===== src/sv/pps_pkg.sv =====
// Shared types, constants and helpers for the polygon plane splitter.
package pps_pkg;

   localparam int COORD_WIDTH  = 32;
   localparam int NORMAL_WIDTH = 18;

   localparam int DIFF_W = COORD_WIDTH + 1;
   localparam int PROD_W = DIFF_W + NORMAL_WIDTH;
   localparam int DIST_W = PROD_W + 2;
   localparam int DEN_W  = DIST_W + 1;

   localparam int QDEPTH = 2;
   localparam int QPTR_W = $clog2(QDEPTH);

   localparam int CSR_ADDR_W  = 5;
   localparam int CSR_DATA_W  = 32;
   localparam int CSR_IDX_LSB = 2;
   localparam int CSR_IDX_W   = CSR_ADDR_W - CSR_IDX_LSB;

   typedef logic signed [COORD_WIDTH-1:0]  coord_type;
   typedef logic signed [NORMAL_WIDTH-1:0] normal_type;
   typedef logic signed [DIFF_W-1:0]       diff_type;
   typedef logic signed [PROD_W-1:0]       prod_type;
   typedef logic signed [DIST_W-1:0]       dist_type;
   typedef logic        [DIFF_W-1:0]       umag_type;
   typedef logic        [DIST_W-1:0]       dmag_type;
   typedef logic        [DEN_W-1:0]        den_type;

   localparam normal_type NORMAL_ONE = normal_type'(1 << 16);

   typedef enum logic [CSR_IDX_W-1:0] {
      CSR_PX = 3'd0,
      CSR_PY = 3'd1,
      CSR_PZ = 3'd2,
      CSR_NX = 3'd3,
      CSR_NY = 3'd4,
      CSR_NZ = 3'd5
   } csr_index_type;

   typedef struct packed {
      coord_type  px;
      coord_type  py;
      coord_type  pz;
      normal_type nx;
      normal_type ny;
      normal_type nz;
   } plane_type;

   typedef struct packed {
      coord_type x;
      coord_type y;
      coord_type z;
      dist_type  sdist;
      logic      fin;
   } entry_type;

   typedef struct packed {
      logic      side;
      coord_type x;
      coord_type y;
      coord_type z;
      logic      is_crossing;
      logic      run_end;
   } result_type;

   typedef enum logic [2:0] {
      BK_IDLE,
      BK_EDGE,
      BK_DIV,
      BK_XF,
      BK_XB,
      BK_VF,
      BK_VB
   } back_state_type;

   function automatic dmag_type dist_mag(dist_type d);
      dist_type neg;
      neg = -d;
      return d[DIST_W-1] ? dmag_type'(neg) : dmag_type'(d);
   endfunction

   function automatic umag_type diff_mag(diff_type d);
      diff_type neg;
      neg = -d;
      return d[DIFF_W-1] ? umag_type'(neg) : umag_type'(d);
   endfunction

endpackage


===== src/sv/pps_queue.sv =====
// Short vertex queue between the front end and the split sequencer.
module pps_queue (
   input  logic               clock,
   input  logic               reset,
   input  logic               push_valid,
   input  pps_pkg::entry_type push_data,
   output logic               push_ready,
   output logic               pop_valid,
   output pps_pkg::entry_type pop_data,
   input  logic               pop_ready
);
   import pps_pkg::*;

   entry_type           slot_ff [QDEPTH];
   logic [QPTR_W-1:0]   wr_ptr_ff;
   logic [QPTR_W-1:0]   rd_ptr_ff;
   logic [QPTR_W:0]     count_ff;
   logic                do_push;
   logic                do_pop;

   assign push_ready = count_ff != (QPTR_W+1)'(QDEPTH);
   assign pop_valid  = count_ff != '0;
   assign pop_data   = slot_ff[rd_ptr_ff];
   assign do_push    = push_valid && push_ready;
   assign do_pop     = pop_valid && pop_ready;

   always_ff @(posedge clock) begin
      if (reset) begin
         wr_ptr_ff <= '0;
         rd_ptr_ff <= '0;
         count_ff  <= '0;
      end else begin
         if (do_push) wr_ptr_ff <= wr_ptr_ff + 1'b1;
         if (do_pop)  rd_ptr_ff <= rd_ptr_ff + 1'b1;
         if (do_push && !do_pop)      count_ff <= count_ff + 1'b1;
         else if (do_pop && !do_push) count_ff <= count_ff - 1'b1;
      end
   end

   always_ff @(posedge clock) begin
      if (do_push) slot_ff[wr_ptr_ff] <= push_data;
   end
endmodule


===== config.mk =====
export PLATFORM = sky130hd
export DESIGN_NAME = pps_queue
export DESIGN_NICKNAME = d
export VERILOG_FILES = /design/src/sv/pps_pkg.sv /design/src/sv/pps_queue.sv
export SDC_FILE = /design/constraint.sdc
export NUM_CORES = 1
export LEC_CHECK = 0
export BUFFER_PORTS_ARGS = -buffer_cell sky130_fd_sc_hd__buf_2
export CAP_MARGIN = 20
export CORE_UTILIZATION = 30
export DETAILED_ROUTE_END_ITERATION = 10
export GPL_ROUTABILITY_DRIVEN = 0
export GPL_TIMING_DRIVEN = 0
export SYNTH_ARGS = -nofsm -noshare
export SYNTH_HDL_FRONTEND = slang
export SYNTH_SLANG_ARGS = --single-unit

===== constraint.sdc =====
create_clock -name clock -period 6.67 [get_ports clock]
set_clock_uncertainty 0.2 [all_clocks]
set_input_delay 0.667 -clock clock [delete_from_list [all_inputs] [get_ports clock]]
set_output_delay 0.667 -clock clock [all_outputs]
set_load 0.005 [all_outputs]

==> metrics.md <==
| Metric | Value |
|---|---|
| Status | complete, no violations |
| Post-layout instance area | 14600 sq um |
| Commonest cells after routing, fill and taps aside | buf_2 (310), edfxtp_1 (300), mux2_4 (100) |
| Clock slew at reported path FFs | 0.06 ns |
| Max Freq | 0.363 GHz |
| Global-route wire length before repair | 32800 um |
| GRT Total Usage | 11.0% |
| # rows | 71 |
| Vias per inst | 4.16 |
| Cells after Synth | 491 |
| Die Y | 197 um |
| Most common cell after layout, fill and taps aside | buf_2 |
| Number of nets still failing antenna checks after routing | 0 |
| Period minus WS final | 2.76 ns |
| Worst hold path type | in -> reg |
| Maxcap violations | 0 |
| Routed WL | 22400 um |
| Cells resized by post-CTS repair | 0 |
| Fin crit share | 41.3% |
| Fin nets | 987 |
| Sink Count | 305 |
| Post-synth cell types | 20 |
| Yosys warning count | 0 |
| Slowest stage delay, CP | 0.32 ns |
| Area Growth Syn to Fin | 27.3% |
| GR Overflow Total | 0 |
| CP required | 5.80 ns |
| IO buf count | 305 |
| Synthesized flop and latch total | 305 |
| Initial DRT Pass Iterations | 4 |
| Leakage power | 5.56 nW |
| 1st-iter DRT viols | 169 |
| Peak supply drop | 205 uV |
| Placed cells | 1310 |
| Final worst slack | 3.91 ns |
| Setup Viol. Count Final | 0 |
| Largest net degree at the start of global routing | 81 |
| DIE AREA | 39000 sq um |
| Pre-CTS WS | 4.10 ns |
| Slew @ Worst Pin | 0.633 ns |
| Wirelength per Cell | 16.4 um |
| Uppermost routed layer | met5 |
| DP Wirelength | 15000 um |
| Critical path class | reg -> out |
| Share of cells above drive strength 1 | 60.5% |
| DRC violations left | 0 |
| Routed met2 length | 11100 um |
| CP Cell Sequence | buf_6 > buf_8 > buf_6 > mux2_4 > buf_2 |
| Setup bufs post-CTS | 0 |
| CTS tree | done |
| RSZ-0062 raised after global routing | false |
| Vias | 5674 |
| Clock tree buffer depth | 3 |
| Met1 Wirelength | 8830 um |
| Core ar. | 37700 sq um |
| Syn Nets | 646 |
| Worst EP arrival | 1.89 ns |
| Dpl cell area | 13700 sq um |
| Power Density | 363 nW/um^2 |
| Vias in the first global route | 5851 |
| Final core occ | 38.7% |
| I/O pin total | 306 |
| Mean Syn Cell Area | 23.3 sq um |
| Die Wd | 197 um |
| Initial antenna violation count | 4 |
| Met3 wire len | 1900 um |
| Sequential share of the synthesized area | 79.5% |
| Most used cell, CP | buf_6 |
| TNS Setup | 0 ns |
| Slew Limit Fails | 0 |
| Hold buffers post-CTS | 0 |
| Startpoint class of the critical path | flip-flop |
| Critical Path Slowest Stage Cell | dfxtp_1 |
| H-tree Lvls | 1 |
| CTS Root Cell | clkbuf_16 |
| Hold Vio Cnt, Final | 0 |
| Final Total Pwr | 5.29 mW |
| Critical path peak fanout | 10 |
| Synthesized area | 11500 sq um |
| Slew HR | 57.8% |
| Final Hold Slack | 0.102 ns |
| Worst R2R Setup Slack | 4.34 ns |
| Initial core utilization | 30.4% |
| Clk_lat worst skew | 0.55 ns |
| Non-Filler Instances | 1363 |
| Total CTS buffers | 31 |
| Critical path endpoint category | primary output |
[flip-flops by register name, indices dropped and copies added (netlist names), named ones only]
register,flops
slot_ff,300
rd_ptr_ff,1
count_ff,2
wr_ptr_ff,1
[worst max-delay path: cells and delay by family (launching register included)]
family	cells	cell delay, ns
buffers and inverters	4	0.69
flip-flops	1	0.32
multiplexers	1	0.32
[cell type report]
class | instances | area, sq um
repair buffers | 308 | 1610
inverters | 1 | 11.3
clock inverters | 14 | 62.6
diodes | 1 | 2.50
multi-input cells | 168 | 2190
flip-flops and latches | 305 | 9110
plain buffers | 17 | 164
well taps | 511 | 639
fillers | 3597 | 23100
clock buffers | 38 | 802
[power breakdown]
part	switching (mW)	internal, mW	total, mW
registers	0.0541	2.39	2.45
clock network	0.663	0.840	1.50
logic	0.621	0.718	1.34
total	1.34	3.95	5.29
[layer usage]
layer,global-route usage (%),vias up
met3,3.60,42
met2,19.1,193
li1,-,2641
met1,12.6,2794
met4,3.62,4
met5,0,-
[worst paths after layout]
check / start / to / cells after the start
min reg2reg: rd_ptr_ff$_SDFFE_PP0P_ / flip-flop / 2
min: push_data[27] / slot_ff[0][27]$_DFFE_PP_ / 1
max: flip-flop / pop_data[111] / 5
max reg2reg: count_ff[0]$_SDFFE_PP0P_ / slot_ff[0][120]$_DFFE_PP_ / 4
[logic make-up after synthesis]
logic type	synth area share (%)
flip-flops	79.5
adder cells (fa/ha/maj)	0.109
AND/OR/NAND/NOR	0.437
AO/OA/AOI/OAI	0.262
buffers and inverters	1.46
XOR/XNOR	0.229
multiplexers	18.0
[cells in the mapped netlist]
master | n | area (sq um)
a21bo_2 | 1 | 10.0
a21oi_1 | 2 | 10.0
and2_1 | 1 | 6.26
and3_1 | 1 | 6.26
buf_2 | 5 | 25.0
buf_6 | 11 | 124
buf_8 | 1 | 15.0
dfxtp_1 | 5 | 100
edfxtp_1 | 300 | 9010
ha_1 | 1 | 12.5
inv_1 | 1 | 3.75
mux2_2 | 50 | 563
mux2_4 | 100 | 1500
nand2b_1 | 1 | 6.26
nand3b_1 | 1 | 7.51
nor2_1 | 3 | 11.3
o21ai_0 | 2 | 10.0
or2_2 | 1 | 6.26
or3_1 | 1 | 6.26
xor2_1 | 3 | 26.3
No activity file was read; power rests on OpenSTA's default activity.
